<file path="src/hdl/rpf_pkg.sv">
`default_nettype none
package rpf_pkg;

  // sizing
  localparam int MAX_PAYLOAD_DEFAULT = 32;
  localparam int CMD_W    = 3;
  localparam int VALUE_W  = 8;
  localparam int KIND_W   = 2;
  localparam int DATA_W   = 8;
  localparam int STATUS_W = 3;
  localparam int CRC_W    = 16;

  // command codes
  localparam logic [CMD_W-1:0] CMD_TX_START = 3'd0;
  localparam logic [CMD_W-1:0] CMD_TX_BYTE  = 3'd1;
  localparam logic [CMD_W-1:0] CMD_RX_START = 3'd2;
  localparam logic [CMD_W-1:0] CMD_RX_BYTE  = 3'd3;
  localparam logic [CMD_W-1:0] CMD_STOP     = 3'd4;

  // result kinds
  localparam logic [KIND_W-1:0] KIND_TX_BYTE = 2'd0;
  localparam logic [KIND_W-1:0] KIND_RX_BYTE = 2'd1;
  localparam logic [KIND_W-1:0] KIND_STATUS  = 2'd2;

  // status codes
  localparam logic [STATUS_W-1:0] ST_OK         = 3'd0;
  localparam logic [STATUS_W-1:0] ST_TX_BUSY    = 3'd1;
  localparam logic [STATUS_W-1:0] ST_RX_BUSY    = 3'd2;
  localparam logic [STATUS_W-1:0] ST_TOO_LONG   = 3'd3;
  localparam logic [STATUS_W-1:0] ST_CRC_ERR    = 3'd4;
  localparam logic [STATUS_W-1:0] ST_UNEXPECTED = 3'd5;

  // framing bytes and crc polynomial
  localparam logic [DATA_W-1:0] PREAMBLE_BYTE = 8'hAA;
  localparam logic [DATA_W-1:0] SYNC_HI_BYTE  = 8'h2D;
  localparam logic [DATA_W-1:0] SYNC_LO_BYTE  = 8'hD4;
  localparam logic [CRC_W-1:0]  CRC_POLY      = 16'h1021;

  typedef enum logic [1:0] {
    MODE_IDLE,
    MODE_TX,
    MODE_RX_LEN,
    MODE_RX_BODY
  } mode_t;

  typedef enum logic [2:0] {
    S_IDLE,
    S_CRC,
    S_HDR,
    S_ECHO,
    S_TAIL,
    S_RD_ADDR,
    S_RD_OUT,
    S_STAT
  } state_t;

  // control from the sequencer to the crc unit
  typedef struct packed {
    logic start;
    logic from_zero;
    logic clear;
  } crc_ctl_t;

endpackage
`default_nettype wire

</file>
<file path="src/hdl/rpf_in_if.sv">
`default_nettype none
interface rpf_in_if;
  logic                          valid;
  logic                          ready;
  logic [rpf_pkg::CMD_W-1:0]     cmd;
  logic [rpf_pkg::VALUE_W-1:0]   value;

  modport source (output valid, cmd, value, input ready);
  modport sink (input valid, cmd, value, output ready);
endinterface
`default_nettype wire

</file>
<file path="src/hdl/rpf_out_if.sv">
`default_nettype none
interface rpf_out_if;
  logic                           valid;
  logic                           ready;
  logic [rpf_pkg::KIND_W-1:0]     kind;
  logic [rpf_pkg::DATA_W-1:0]     data;
  logic [rpf_pkg::STATUS_W-1:0]   status;
  logic                           last;

  modport source (output valid, kind, data, status, last, input ready);
  modport sink (input valid, kind, data, status, last, output ready);
endinterface
`default_nettype wire

</file>
<file path="src/hdl/rpf_crc_unit.sv">
`default_nettype none
module rpf_crc_unit (
  input  wire logic                          clk,
  input  wire logic                          rst,
  input  wire rpf_pkg::crc_ctl_t             ctl,
  input  wire logic [rpf_pkg::DATA_W-1:0]    din,
  output logic      [rpf_pkg::CRC_W-1:0]     crc,
  output logic                               busy
);

  logic [rpf_pkg::DATA_W-1:0] shreg;
  logic [2:0]                 bit_cnt;
  logic                       fb;

  // msb-first feedback, one bit per cycle
  assign fb = crc[rpf_pkg::CRC_W-1] ^ shreg[rpf_pkg::DATA_W-1];

  // running crc and bit sequencer
  always_ff @(posedge clk) begin
    if (rst) begin
      crc     <= '0;
      busy    <= 1'b0;
      bit_cnt <= '0;
    end else if (ctl.clear) begin
      crc  <= '0;
      busy <= 1'b0;
    end else if (ctl.start) begin
      if (ctl.from_zero) begin
        crc <= '0;
      end
      busy    <= 1'b1;
      bit_cnt <= '0;
    end else if (busy) begin
      crc     <= {crc[rpf_pkg::CRC_W-2:0], 1'b0} ^ (fb ? rpf_pkg::CRC_POLY : '0);
      bit_cnt <= bit_cnt + 3'd1;
      if (bit_cnt == 3'd7) begin
        busy <= 1'b0;
      end
    end
  end

  // data shifter
  always_ff @(posedge clk) begin
    if (ctl.start) begin
      shreg <= din;
    end else if (busy) begin
      shreg <= {shreg[rpf_pkg::DATA_W-2:0], 1'b0};
    end
  end

endmodule
`default_nettype wire

</file>
<file path="src/hdl/rpf_payload_ram.sv">
`default_nettype none
module rpf_payload_ram #(
  parameter int DEPTH  = rpf_pkg::MAX_PAYLOAD_DEFAULT,
  parameter int ADDR_W = 5
) (
  input  wire logic                        clk,
  input  wire logic                        we,
  input  wire logic [ADDR_W-1:0]           waddr,
  input  wire logic [rpf_pkg::DATA_W-1:0]  wdata,
  input  wire logic [ADDR_W-1:0]           raddr,
  output logic      [rpf_pkg::DATA_W-1:0]  rdata
);

  logic [rpf_pkg::DATA_W-1:0] mem [DEPTH];

  // single write port, registered read
  always_ff @(posedge clk) begin
    if (we) begin
      mem[waddr] <= wdata;
    end
    rdata <= mem[raddr];
  end

endmodule
`default_nettype wire

</file>
<file path="src/hdl/radio_packet_framer_crc16_top.sv">
`default_nettype none
// status-only beats pass through the S_STAT state into the result register once the
// output is free; crc beats wait in S_CRC on the bit-serial crc unit, so a transmit result
// follows the crc; receive completion replays the payload via S_RD_ADDR and S_RD_OUT per byte
// a new input beat is taken only in S_IDLE, not while an earlier beat is still in progress
// reset: synchronous rst returns the link to idle and clears counters and crc;
// the payload buffer is not cleared
module radio_packet_framer_crc16_top #(
  parameter int MAX_PAYLOAD = rpf_pkg::MAX_PAYLOAD_DEFAULT
) (
  input  wire logic  clk,
  input  wire logic  rst,
  rpf_in_if.sink     req,
  rpf_out_if.source  rsp
);

  localparam int LEN_W  = $clog2(MAX_PAYLOAD + 1);
  localparam int CNT_W  = $clog2(MAX_PAYLOAD + 2);
  localparam int IDX_W  = (CNT_W > 3) ? CNT_W : 3;
  localparam int ADDR_W = (MAX_PAYLOAD > 1) ? $clog2(MAX_PAYLOAD) : 1;

  rpf_pkg::state_t state, state_next, after_crc, after_crc_next;
  rpf_pkg::mode_t  mode, mode_next;

  logic [CNT_W-1:0]             byte_count, byte_count_next;
  logic [LEN_W-1:0]             frame_length, frame_length_next;
  logic [IDX_W-1:0]             idx, idx_next;
  logic [rpf_pkg::DATA_W-1:0]   crc_low, crc_low_next;
  logic [rpf_pkg::DATA_W-1:0]   value_q, value_q_next;
  logic [rpf_pkg::DATA_W-1:0]   stat_data, stat_data_next;
  logic [rpf_pkg::STATUS_W-1:0] stat_code, stat_code_next;

  logic                         out_valid;
  logic                         load;
  logic [rpf_pkg::KIND_W-1:0]   kind_next;
  logic [rpf_pkg::DATA_W-1:0]   data_next;
  logic [rpf_pkg::STATUS_W-1:0] status_next;
  logic                         last_next;

  rpf_pkg::crc_ctl_t            crc_ctl;
  logic [rpf_pkg::DATA_W-1:0]   crc_din;
  logic [rpf_pkg::CRC_W-1:0]    crc;
  logic                         crc_busy;

  logic                         ram_we;
  logic [rpf_pkg::DATA_W-1:0]   ram_rdata;

  logic                         accept;
  logic                         slot_free;
  logic [CNT_W-1:0]             len_cnt;
  logic [IDX_W-1:0]             len_idx;
  logic [rpf_pkg::DATA_W-1:0]   len_byte;
  logic [LEN_W-1:0]             clamped_len;
  logic [rpf_pkg::STATUS_W-1:0] busy_code;
  logic [IDX_W-1:0]             idx_inc;

  assign accept    = req.valid && req.ready;
  assign slot_free = !out_valid || rsp.ready;
  assign len_cnt   = CNT_W'(frame_length);
  assign len_idx   = IDX_W'(frame_length);
  assign len_byte  = rpf_pkg::DATA_W'(frame_length);
  assign idx_inc   = idx + IDX_W'(1);
  assign busy_code = (mode == rpf_pkg::MODE_TX) ? rpf_pkg::ST_TX_BUSY : rpf_pkg::ST_RX_BUSY;

  // receive length clamp
  assign clamped_len = (req.value > rpf_pkg::DATA_W'(MAX_PAYLOAD)) ?
                       LEN_W'(MAX_PAYLOAD) : req.value[LEN_W-1:0];

  assign ram_we = accept && (req.cmd == rpf_pkg::CMD_RX_BYTE)
                  && (mode == rpf_pkg::MODE_RX_BODY) && (byte_count < len_cnt);

  rpf_crc_unit u_crc (
    .clk  (clk),
    .rst  (rst),
    .ctl  (crc_ctl),
    .din  (crc_din),
    .crc  (crc),
    .busy (crc_busy)
  );

  rpf_payload_ram #(
    .DEPTH  (MAX_PAYLOAD),
    .ADDR_W (ADDR_W)
  ) u_ram (
    .clk   (clk),
    .we    (ram_we),
    .waddr (byte_count[ADDR_W-1:0]),
    .wdata (req.value),
    .raddr (idx[ADDR_W-1:0]),
    .rdata (ram_rdata)
  );

  // sequencer state and control registers
  always_ff @(posedge clk) begin
    if (rst) begin
      state        <= rpf_pkg::S_IDLE;
      after_crc    <= rpf_pkg::S_IDLE;
      mode         <= rpf_pkg::MODE_IDLE;
      byte_count   <= '0;
      frame_length <= '0;
      idx          <= '0;
      crc_low      <= '0;
      out_valid    <= 1'b0;
    end else begin
      state        <= state_next;
      after_crc    <= after_crc_next;
      mode         <= mode_next;
      byte_count   <= byte_count_next;
      frame_length <= frame_length_next;
      idx          <= idx_next;
      crc_low      <= crc_low_next;
      if (load) begin
        out_valid <= 1'b1;
      end else if (rsp.ready) begin
        out_valid <= 1'b0;
      end
    end
  end

  // payload registers
  always_ff @(posedge clk) begin
    value_q   <= value_q_next;
    stat_data <= stat_data_next;
    stat_code <= stat_code_next;
    if (load) begin
      rsp.kind   <= kind_next;
      rsp.data   <= data_next;
      rsp.status <= status_next;
      rsp.last   <= last_next;
    end
  end

  assign rsp.valid = out_valid;
  assign req.ready = (state == rpf_pkg::S_IDLE);

  // next state, decode and result selection
  always_comb begin
    state_next        = state;
    after_crc_next    = after_crc;
    mode_next         = mode;
    byte_count_next   = byte_count;
    frame_length_next = frame_length;
    idx_next          = idx;
    crc_low_next      = crc_low;
    value_q_next      = value_q;
    stat_data_next    = stat_data;
    stat_code_next    = stat_code;
    crc_ctl           = '0;
    crc_din           = req.value;
    load              = 1'b0;
    kind_next         = rpf_pkg::KIND_TX_BYTE;
    data_next         = '0;
    status_next       = rpf_pkg::ST_OK;
    last_next         = 1'b0;

    unique case (state)
      rpf_pkg::S_IDLE: begin
        if (accept) begin
          value_q_next   = req.value;
          stat_data_next = '0;
          unique case (req.cmd)
            rpf_pkg::CMD_TX_START: begin
              if (mode != rpf_pkg::MODE_IDLE) begin
                stat_code_next = busy_code;
                state_next     = rpf_pkg::S_STAT;
              end else if (req.value > rpf_pkg::DATA_W'(MAX_PAYLOAD)) begin
                stat_code_next = rpf_pkg::ST_TOO_LONG;
                state_next     = rpf_pkg::S_STAT;
              end else begin
                frame_length_next = req.value[LEN_W-1:0];
                byte_count_next   = '0;
                mode_next         = rpf_pkg::MODE_TX;
                crc_ctl.start     = 1'b1;
                crc_ctl.from_zero = 1'b1;
                idx_next          = '0;
                after_crc_next    = rpf_pkg::S_HDR;
                state_next        = rpf_pkg::S_CRC;
              end
            end
            rpf_pkg::CMD_TX_BYTE: begin
              if (mode != rpf_pkg::MODE_TX) begin
                stat_code_next = rpf_pkg::ST_UNEXPECTED;
                state_next     = rpf_pkg::S_STAT;
              end else begin
                byte_count_next = byte_count + CNT_W'(1);
                crc_ctl.start   = 1'b1;
                after_crc_next  = rpf_pkg::S_ECHO;
                state_next      = rpf_pkg::S_CRC;
              end
            end
            rpf_pkg::CMD_RX_START: begin
              if (mode != rpf_pkg::MODE_IDLE) begin
                stat_code_next = busy_code;
              end else begin
                mode_next       = rpf_pkg::MODE_RX_LEN;
                byte_count_next = '0;
                crc_ctl.clear   = 1'b1;
                stat_code_next  = rpf_pkg::ST_OK;
              end
              state_next = rpf_pkg::S_STAT;
            end
            rpf_pkg::CMD_RX_BYTE: begin
              if (mode == rpf_pkg::MODE_RX_LEN) begin
                frame_length_next = clamped_len;
                crc_din           = rpf_pkg::DATA_W'(clamped_len);
                crc_ctl.start     = 1'b1;
                crc_ctl.from_zero = 1'b1;
                byte_count_next   = '0;
                mode_next         = rpf_pkg::MODE_RX_BODY;
                after_crc_next    = rpf_pkg::S_IDLE;
                state_next        = rpf_pkg::S_CRC;
              end else if (mode == rpf_pkg::MODE_RX_BODY) begin
                if (byte_count < len_cnt) begin
                  crc_ctl.start   = 1'b1;
                  byte_count_next = byte_count + CNT_W'(1);
                  after_crc_next  = rpf_pkg::S_IDLE;
                  state_next      = rpf_pkg::S_CRC;
                end else if (byte_count == len_cnt) begin
                  crc_low_next    = req.value;
                  byte_count_next = byte_count + CNT_W'(1);
                end else begin
                  mode_next       = rpf_pkg::MODE_IDLE;
                  byte_count_next = '0;
                  if ({req.value, crc_low} == crc) begin
                    stat_data_next = len_byte;
                    stat_code_next = rpf_pkg::ST_OK;
                    idx_next       = '0;
                    state_next     = (frame_length == '0) ? rpf_pkg::S_STAT
                                                          : rpf_pkg::S_RD_ADDR;
                  end else begin
                    stat_code_next = rpf_pkg::ST_CRC_ERR;
                    state_next     = rpf_pkg::S_STAT;
                  end
                end
              end
            end
            rpf_pkg::CMD_STOP: begin
              mode_next       = rpf_pkg::MODE_IDLE;
              byte_count_next = '0;
            end
            default: begin
              stat_code_next = rpf_pkg::ST_UNEXPECTED;
              state_next     = rpf_pkg::S_STAT;
            end
          endcase
        end
      end

      // wait for the bit-serial crc to finish
      rpf_pkg::S_CRC: begin
        if (!crc_busy) begin
          state_next = after_crc;
        end
      end

      // preamble, sync word and length
      rpf_pkg::S_HDR: begin
        if (slot_free) begin
          load      = 1'b1;
          kind_next = rpf_pkg::KIND_TX_BYTE;
          priority if (idx < IDX_W'(3)) begin
            data_next = rpf_pkg::PREAMBLE_BYTE;
          end else if (idx == IDX_W'(3)) begin
            data_next = rpf_pkg::SYNC_HI_BYTE;
          end else if (idx == IDX_W'(4)) begin
            data_next = rpf_pkg::SYNC_LO_BYTE;
          end else begin
            data_next = len_byte;
          end
          idx_next = idx_inc;
          if (idx == IDX_W'(5)) begin
            idx_next = '0;
            if (frame_length == '0) begin
              mode_next  = rpf_pkg::MODE_IDLE;
              state_next = rpf_pkg::S_TAIL;
            end else begin
              last_next  = 1'b1;
              state_next = rpf_pkg::S_IDLE;
            end
          end
        end
      end

      // payload byte pass-through
      rpf_pkg::S_ECHO: begin
        if (slot_free) begin
          load      = 1'b1;
          kind_next = rpf_pkg::KIND_TX_BYTE;
          data_next = value_q;
          idx_next  = '0;
          if (byte_count >= len_cnt) begin
            mode_next  = rpf_pkg::MODE_IDLE;
            state_next = rpf_pkg::S_TAIL;
          end else begin
            last_next  = 1'b1;
            state_next = rpf_pkg::S_IDLE;
          end
        end
      end

      // crc low, crc high, trailer
      rpf_pkg::S_TAIL: begin
        if (slot_free) begin
          load      = 1'b1;
          kind_next = rpf_pkg::KIND_TX_BYTE;
          priority if (idx == IDX_W'(0)) begin
            data_next = crc[rpf_pkg::DATA_W-1:0];
          end else if (idx == IDX_W'(1)) begin
            data_next = crc[rpf_pkg::CRC_W-1:rpf_pkg::DATA_W];
          end else begin
            data_next = rpf_pkg::PREAMBLE_BYTE;
          end
          idx_next = idx_inc;
          if (idx == IDX_W'(3)) begin
            last_next  = 1'b1;
            idx_next   = '0;
            state_next = rpf_pkg::S_IDLE;
          end
        end
      end

      // buffer read issued at idx
      rpf_pkg::S_RD_ADDR: begin
        state_next = rpf_pkg::S_RD_OUT;
      end

      // replay buffered payload
      rpf_pkg::S_RD_OUT: begin
        if (slot_free) begin
          load       = 1'b1;
          kind_next  = rpf_pkg::KIND_RX_BYTE;
          data_next  = ram_rdata;
          idx_next   = idx_inc;
          state_next = (idx_inc == len_idx) ? rpf_pkg::S_STAT : rpf_pkg::S_RD_ADDR;
        end
      end

      // single status result
      rpf_pkg::S_STAT: begin
        if (slot_free) begin
          load        = 1'b1;
          kind_next   = rpf_pkg::KIND_STATUS;
          data_next   = stat_data;
          status_next = stat_code;
          last_next   = 1'b1;
          state_next  = rpf_pkg::S_IDLE;
        end
      end

      default: begin
        state_next = rpf_pkg::S_IDLE;
      end
    endcase
  end

endmodule
`default_nettype wire
</file>
<file path="src/flat_wrapper.sv">
// flat-port wrapper written by rule: the top's interface ports become plain ports
module radio_packet_framer_crc16_top_flat 
#(
  parameter int MAX_PAYLOAD = rpf_pkg::MAX_PAYLOAD_DEFAULT
)
  (clk, rst, req_valid, req_cmd, req_value, req_ready, rsp_valid, rsp_kind, rsp_data, rsp_status, rsp_last, rsp_ready);
  rpf_in_if req_i ();
  rpf_out_if rsp_i ();
  input  wire logic clk;
  input  wire logic rst;
  input wire logic [$bits(req_i.valid)-1:0] req_valid;
  input wire logic [$bits(req_i.cmd)-1:0] req_cmd;
  input wire logic [$bits(req_i.value)-1:0] req_value;
  output wire logic [$bits(req_i.ready)-1:0] req_ready;
  output wire logic [$bits(rsp_i.valid)-1:0] rsp_valid;
  output wire logic [$bits(rsp_i.kind)-1:0] rsp_kind;
  output wire logic [$bits(rsp_i.data)-1:0] rsp_data;
  output wire logic [$bits(rsp_i.status)-1:0] rsp_status;
  output wire logic [$bits(rsp_i.last)-1:0] rsp_last;
  input wire logic [$bits(rsp_i.ready)-1:0] rsp_ready;
  assign req_i.valid = req_valid;
  assign req_i.cmd = req_cmd;
  assign req_i.value = req_value;
  assign req_ready = req_i.ready;
  assign rsp_valid = rsp_i.valid;
  assign rsp_kind = rsp_i.kind;
  assign rsp_data = rsp_i.data;
  assign rsp_status = rsp_i.status;
  assign rsp_last = rsp_i.last;
  assign rsp_i.ready = rsp_ready;
  radio_packet_framer_crc16_top #(.MAX_PAYLOAD(MAX_PAYLOAD)) u_core (.clk(clk), .rst(rst), .req(req_i), .rsp(rsp_i));
endmodule
</file>
<file path="config.mk">
export PLATFORM = sky130hd
export DESIGN_NAME = radio_packet_framer_crc16_top_flat
export DESIGN_NICKNAME = d
export VERILOG_FILES = /design/src/hdl/rpf_pkg.sv /design/src/hdl/rpf_in_if.sv /design/src/hdl/rpf_out_if.sv /design/src/hdl/rpf_crc_unit.sv /design/src/hdl/rpf_payload_ram.sv /design/src/hdl/radio_packet_framer_crc16_top.sv /design/src/flat_wrapper.sv
export SDC_FILE = /design/constraint.sdc
export NUM_CORES = 1
export LEC_CHECK = 0
export BUFFER_PORTS_ARGS = -buffer_cell sky130_fd_sc_hd__buf_2
export CAP_MARGIN = 20
export CORE_ASPECT_RATIO = 0.75
export CORE_MARGIN = 2
export CORE_UTILIZATION = 56
export CTS_CLUSTER_DIAMETER = 50
export CTS_CLUSTER_SIZE = 8
export DETAILED_ROUTE_END_ITERATION = 10
export PLACE_DENSITY = 0.8
export SLEW_MARGIN = 20
export SYNTH_ARGS = -nofsm -noshare
export SYNTH_HDL_FRONTEND = slang
export SYNTH_SLANG_ARGS = --single-unit
</file>
<file path="constraint.sdc">
create_clock -name clk -period 2.8 [get_ports clk]
set_input_delay 0.28 -clock clk [delete_from_list [all_inputs] [get_ports clk]]
set_output_delay 0.28 -clock clk [all_outputs]
set_load 0.02 [all_outputs]
</file>
=== Word-level counts from Yosys, hierarchy flattened ===
Memories as Yosys holds them, arrays and structs flattened. A register that Yosys moved wholly into a read port is not among the register bits.
Cells that the tools add are included.

* Bits in registers: 96
* RAM bits: 256
* Output and inout bits: 16
* Logic and storage cells: 274
* Memories: 1

{| class="wikitable"
|+ Memories
! memory !! words !! width !! rd ports !! clocked after Yosys merged registers in !! write ports !! line !! RTL
|-
| u_core.u_ram.mem || 32 || 8 || 1 || 1 || 1 || rpf_payload_ram.sv:14 || <nowiki>logic [rpf_pkg::DATA_W-1:0] mem [DEPTH];</nowiki>
|}

* $add $sub $neg: 3
* Order comparisons: 4
* Eq/ne operators: 63
* Muxes and demuxes: 140
* Bitwise gates (word level): 9
* Reductions and logical operators: 34

{| class="wikitable"
|+ Operator list
! operator !! count
|-
| 6-bit two-way mux || 24
|-
| 8-bit two-way mux || 16
|-
| 3-bit two-way mux || 38
|-
| 6-bit case mux with 5 select lines || 2
|-
| 16-bit two-way mux || 3
|-
| 8-bit case mux with 5 select lines || 1
|-
| 2-bit two-way mux || 19
|-
| 3-bit != test, second input constant || 11
|-
| 14-bit AND reduction || 2
|-
| 2-bit != test, second input constant || 13
|-
| 1-bit two-way mux || 24
|-
| 3-bit case mux with 8 select lines || 1
|-
| 6-bit case mux with 2 select lines || 2
|-
| 2-bit by 1-bit != test with 1-bit output, second input constant || 11
|-
| 3-bit == test, second input constant || 6
|-
| 16-bit == test || 1
|-
| 8-bit AND reduction || 2
|-
| 16-bit by 13-bit bitwise XOR with 16-bit output || 1
|-
| 3-bit case mux with 5 select lines || 1
|-
| 13-bit two-way mux || 1
|-
| 6-bit by 1-bit adder with 6-bit output, second input constant || 2
|-
| 3-bit by 2-bit == test with 1-bit output, second input constant || 4
|-
| 6-bit by 3-bit == test with 1-bit output, second input constant || 2
|-
| 6-bit == test || 2
|-
| other kinds (39) || 64
|}

=== Logic depth before layout (Yosys ltp) ===
* Depth in word-level cells: 10
* Gate-level depth with buffers: 11
* Depth with buffers taken out: 9

=== Modules after synthesis ===
From an unflattened synthesis, not the netlist that was laid out.

* Cell total of the unflattened synthesis: 1029
* Area total of the unflattened synthesis: 15524.9 µm²

{| class="wikitable"
|+ Modules (own cells, without submodules)
! module !! times used !! cells an instance !! area an instance (µm²) !! seq. area each (µm²)
|-
| rpf_payload_ram || 1 || 417 || 10053.4 || 7847.5
|-
| radio_packet_framer_crc16_top || 1 || 499 || 4285.4 || 1611.5
|-
| rpf_crc_unit || 1 || 113 || 1186.1 || 640.6
|}

=== Least setup slack after synthesis ===
OpenSTA, ideal clock, no wires.

* Path kind: flip-flop to flip-flop
* Start: reg u_core.idx[1]
* End: reg u_core.idx[5]
* Library setup time: 0.070 ns
* Arrival time: 2.723 ns
* Required time: 2.730 ns
* Path slack: 0.007 ns
* Cell stages (with the launch flop): 12
* Buffers on the path: 3
* Clock period less this slack: 2.793 ns
* Cell sequence: dfxtp_1 -> buf_1 -> buf_1 -> inv_1 -> ha_1 -> clkbuf_1 -> and3_1 -> nor2_1 -> a21oi_1 -> or2_2 -> or4_1 -> a21oi_1

* Cells in the longest elaborated chain, start to end: 4
* Elaborated cells on any way between the ends: 9

{| class="wikitable"
|+ RTL lines
! element !! line !! RTL
|-
| start: declaration || radio_packet_framer_crc16_top.sv:27 || <nowiki>logic [IDX_W-1:0] idx, idx_next;</nowiki>
|-
| start signal: assignment || radio_packet_framer_crc16_top.sv:110 || <nowiki>idx <= idx_next;</nowiki>
|-
| 6-bit by 1-bit adder with 6-bit output, or another cell as far along || radio_packet_framer_crc16_top.sv:62 || <nowiki>assign idx_inc = idx + IDX_W'(1);</nowiki>
|-
| 6-bit two-way mux, on equally long branches || radio_packet_framer_crc16_top.sv:314, radio_packet_framer_crc16_top.sv:271 ||
|-
| 6-bit two-way mux, on equally long branches || radio_packet_framer_crc16_top.sv:303, radio_packet_framer_crc16_top.sv:258 ||
|-
| 6-bit case mux with 5 select lines (*) || radio_packet_framer_crc16_top.sv:156 || <nowiki>unique case (state)</nowiki>
|}

Every way passes the cells marked *; elsewhere a longest branch is shown, timed or not. The select of a mux whose other input is x is not followed.
A chain may end at the register's enable or synchronous reset.

=== Worst setup path in the final report ===
* Start: reg u_core.frame_length[1]
* End: reg u_core.idx[4]

* Cells in the longest elaborated chain, start to end: 3
* Elaborated cells on any way between the ends: 5

{| class="wikitable"
|+ RTL lines
! element !! line !! RTL
|-
| start: declaration || radio_packet_framer_crc16_top.sv:26 || <nowiki>logic [LEN_W-1:0] frame_length, frame_length_next;</nowiki>
|-
| start signal: assignment || radio_packet_framer_crc16_top.sv:109 || <nowiki>frame_length <= frame_length_next;</nowiki>
|-
| 6-bit less-than comparator / 6-bit == test (equally long branches) || radio_packet_framer_crc16_top.sv:213, radio_packet_framer_crc16_top.sv:218 ||
|-
| 3-bit != test (no line) || -- ||
|-
| 14-bit AND reduction (no line) (*) || -- ||
|}

Every way passes the cells marked *; elsewhere a longest branch is shown, timed or not.

==> results.md <==
- CP Class: reg2reg
- Finish-stage setup viols: 0
- Clk_lat worst skew: about 560 ps
- Final net count: 1149
- Combinational power share: 0.136
- Final WS setup: 159 ps
- Mean area per synthesized cell: 15.4 um^2
- Worst EP arrival: 3120 ps
- Ant diodes: 0
- Inserted Clock Buffers: between 50 and 60
- Met3 Use GR: 0.0723
- Die Area: 0.0286 mm^2
- Drt drc: 0
- Aggregate global routing overflow: 0
- Fin Clk Skew: around 24 ps
- Share of layout cells above drive strength 1: 0.252
- WP data required: 3270 ps
- Core area: 0.0269 mm^2
- Crit path cell chain: inv_1, ha_1, nand2b_1, a211o_1, a21o_1, o31a_2, o21ba_4, or4_1, a21oi_1
- Gr busiest metal: met1
- Slew of the pin with the lowest slew margin: 771 ps
- Cell Area, Placed: ~0.016 mm^2
- Final Max Tran Viols: 0
- Detail Route Antenna Nets: 0
- CTS H-tree depth: 2
- GP Congestion: 0.937
- Buf/Inv on CP: 1
- All-Layer GR Usage: 0.271
- Max-cap viol count: 0
- Detailed-route via count: 9582
- Syn Nets: just over 1000
- Via-to-Cell Ratio: 6.39
- Final Core Density: 0.660
- Crit path launch type: flop
- Switching Power: 0.00333 W
- Worst-path clk slew: 50 ps
- Peak VDD IR: between 0.0007 and 0.0008 V
- Largest net degree at the start of global routing: slightly above 60
- Tmin final: 2640 ps
- Final HPWL DP: 24.5 mm
- Post-CTS sizing: 0
- Sequential fraction of design power: 0.457
- Pwr dens: 753 mW/mm^2
- Number of port buffers: 30
- IO Pins: 31
- Clock share of power: 0.407
- Number of synthesized register bits: 357
- Fill cells: about 1800
- Die Y-Extent: 147 um
- Sw Ratio: 0.249
- Synthesized area: 0.0153 mm^2
- Met2 Use GR: 0.394
- Leak: 6.14 nW
- CP max FO: 8
- Number of distinct library cells after synthesis: between 60 and 70
- CTS hold repair buffers: 0
- Pre-antenna DRT Iters: 5
- Most common cell after layout, fill and taps aside: edfxtp_1
- Clock buffer depth: 3
- Met1 usage: 0.410
- Async set-reset flop share out of synthesis: 0
- Most frequent cells in the layout: edfxtp_1 (295), buf_4 (92), nor2_1 (86), mux4_2 (80), nand2_1 (63)
- Wire per inst: 25.4 um
- Post-synth top flop: edfxtp_1
- CTS Sinks: 357
- Setup crit end kind: flop
- Max incr delay on CP: 520 ps
- Int Power: about 0.01 W
- Post-place setup slack: 161 ps
- Final Hold Vio Count: 0
- Period Utilization, post-route: 0.943
- Starting Density: 0.568
- RSZ-0062 raised after global routing: false
- Seq/Total Area, Yosys: 0.662
- Fin area: 0.0177 mm^2
- Area delta synth->final: 16.2%
- Cells after Synth: 992
- First-pass GRT wire length: 57.3 mm
- Fmax: 379 MHz
- Slew headroom: 0.482
- Ys Warns: 0
- Slowest CP cell: or4_1
- DR iter-0 viols: 1194
- CTS tree: yes
- Number of synthesized flops with an enable pin: ~300
- Clock Tree Root: clkbuf_16
- Outcome: complete, no violations
- Post-CTS Setup Bufs: 0
- Vias in the first global route: around 9300
- Rows: 52
- Hold Crit Class: in2reg
- Initial antenna violation count: 1
- Post-Route WL: about 38 mm
- Die width: 195 um
- Final setup TNS: 0 ps
- CP top delay family: compound AO/OA/AOI/OAI gates
==> power by group through the flow <==
stage	combinational, W	clock (W)	sequential, W
3_5_place_dp	0.00179	0	0.00621
3_3_place_gp	0.00177	0	0.00620
2_1_floorplan	0.00105	0	0.00630
4_1_cts	0.00180	0.00552	0.00611
6_report	0.00181	0.00543	0.00611
5_1_grt	0.00194	0.00576	0.00612
==> cell type report <==
class	count	area [um^2]	area share
repair buffers	124	881	0.0497
flip-flops and latches	357	10100	0.570
clock inverters	4	25.0	0.00141
well taps	351	439	0.0248
clock buffers	78	1380	0.0777
inverters	26	97.6	0.00550
multi-input cells	559	4810	0.271
==> cells by family after synthesis <==
| group | Yosys count | synth area share |
|---|---|---|
| AOI/OAI and AO/OA | 162 | 0.0757 |
| xor gates and xnor gates | 29 | 0.0166 |
| adders and majority gates | 15 | 0.0123 |
| buffers and inverters | 76 | 0.0229 |
| DFF | 357 | 0.662 |
| muxes | 99 | 0.131 |
| and+or+nand+nor | 254 | 0.0792 |
==> metrics by stage <==
stage / hold WS (ps) / power, W / cells
floorplan: 379 / 0.00735 / 992
global placement: 453 / 0.00796 / 1417
detailed placement: 471 / 0.00799 / 1417
CTS: 83.9 / 0.0134 / 1499
global route: 109 / 0.0138 / 1499
finish: 116 / 0.0134 / 1499
==> Yosys cell counts, types with 8 or more instances <==
cell type	instances	area share
edfxtp_1	295	0.58
nor2_1	86	0.021
mux4_2	80	0.12
nand2_1	63	0.015
dfxtp_1	62	0.081
a21oi_1	35	0.011
clkbuf_1	34	0.0084
o21ai_0	34	0.011
nand3_1	26	0.0085
inv_1	23	0.0057
a22o_1	22	0.013
xor2_1	20	0.011
ha_1	15	0.012
and2_1	11	0.0045
mux2_2	10	0.0074
nor3_1	10	0.0033
or3_1	10	0.0041
mux2i_1	9	0.0059
xnor2_1	9	0.0052
a211oi_1	8	0.0039
nand2b_1	8	0.0033
==> worst reg2reg max path, stage by stage (launching register included) <==
cell	delay, ps
dfxtp_1	340
inv_1	60
ha_1	290
nand2b_1	60
a211o_1	310
a21o_1	200
o31a_2	380
o21ba_4	260
or4_1	520
a21oi_1	150
==> final timing paths <==
| check | from | end | slack, ps | cells past startpoint |
|---|---|---|---|---|
| worst max-delay path | u_core.frame_length[1] | u_core.idx[4] | 160 | 9 |
| worst min-delay path | rst | u_core.u_crc.bit_cnt[1] | 120 | 4 |
| worst max register to register | u_core.frame_length[1] | u_core.idx[4] | 160 | 9 |
| worst min register to register | u_core.u_crc.bit_cnt[1] | u_core.u_crc.bit_cnt[1] | 480 | 2 |
==> sequential cells by signal (all words and copies together) (netlist names), 8 cells and up <==
name	count
u_core.u_crc.crc	16
u_core.value_q	8
u_core.u_ram.rdata	8
u_core.u_ram.mem	256
u_core.u_crc.shreg	8
u_core.rsp.data	8
u_core.crc_low	8
==> metal layers <==
metal	up-vias	routed length, um
met1	4808	16300
met2	557	16700
met4	2	735
met3	68	4210
met5	-	13
li1	4147	-
Power figures use the tool's default switching activity.
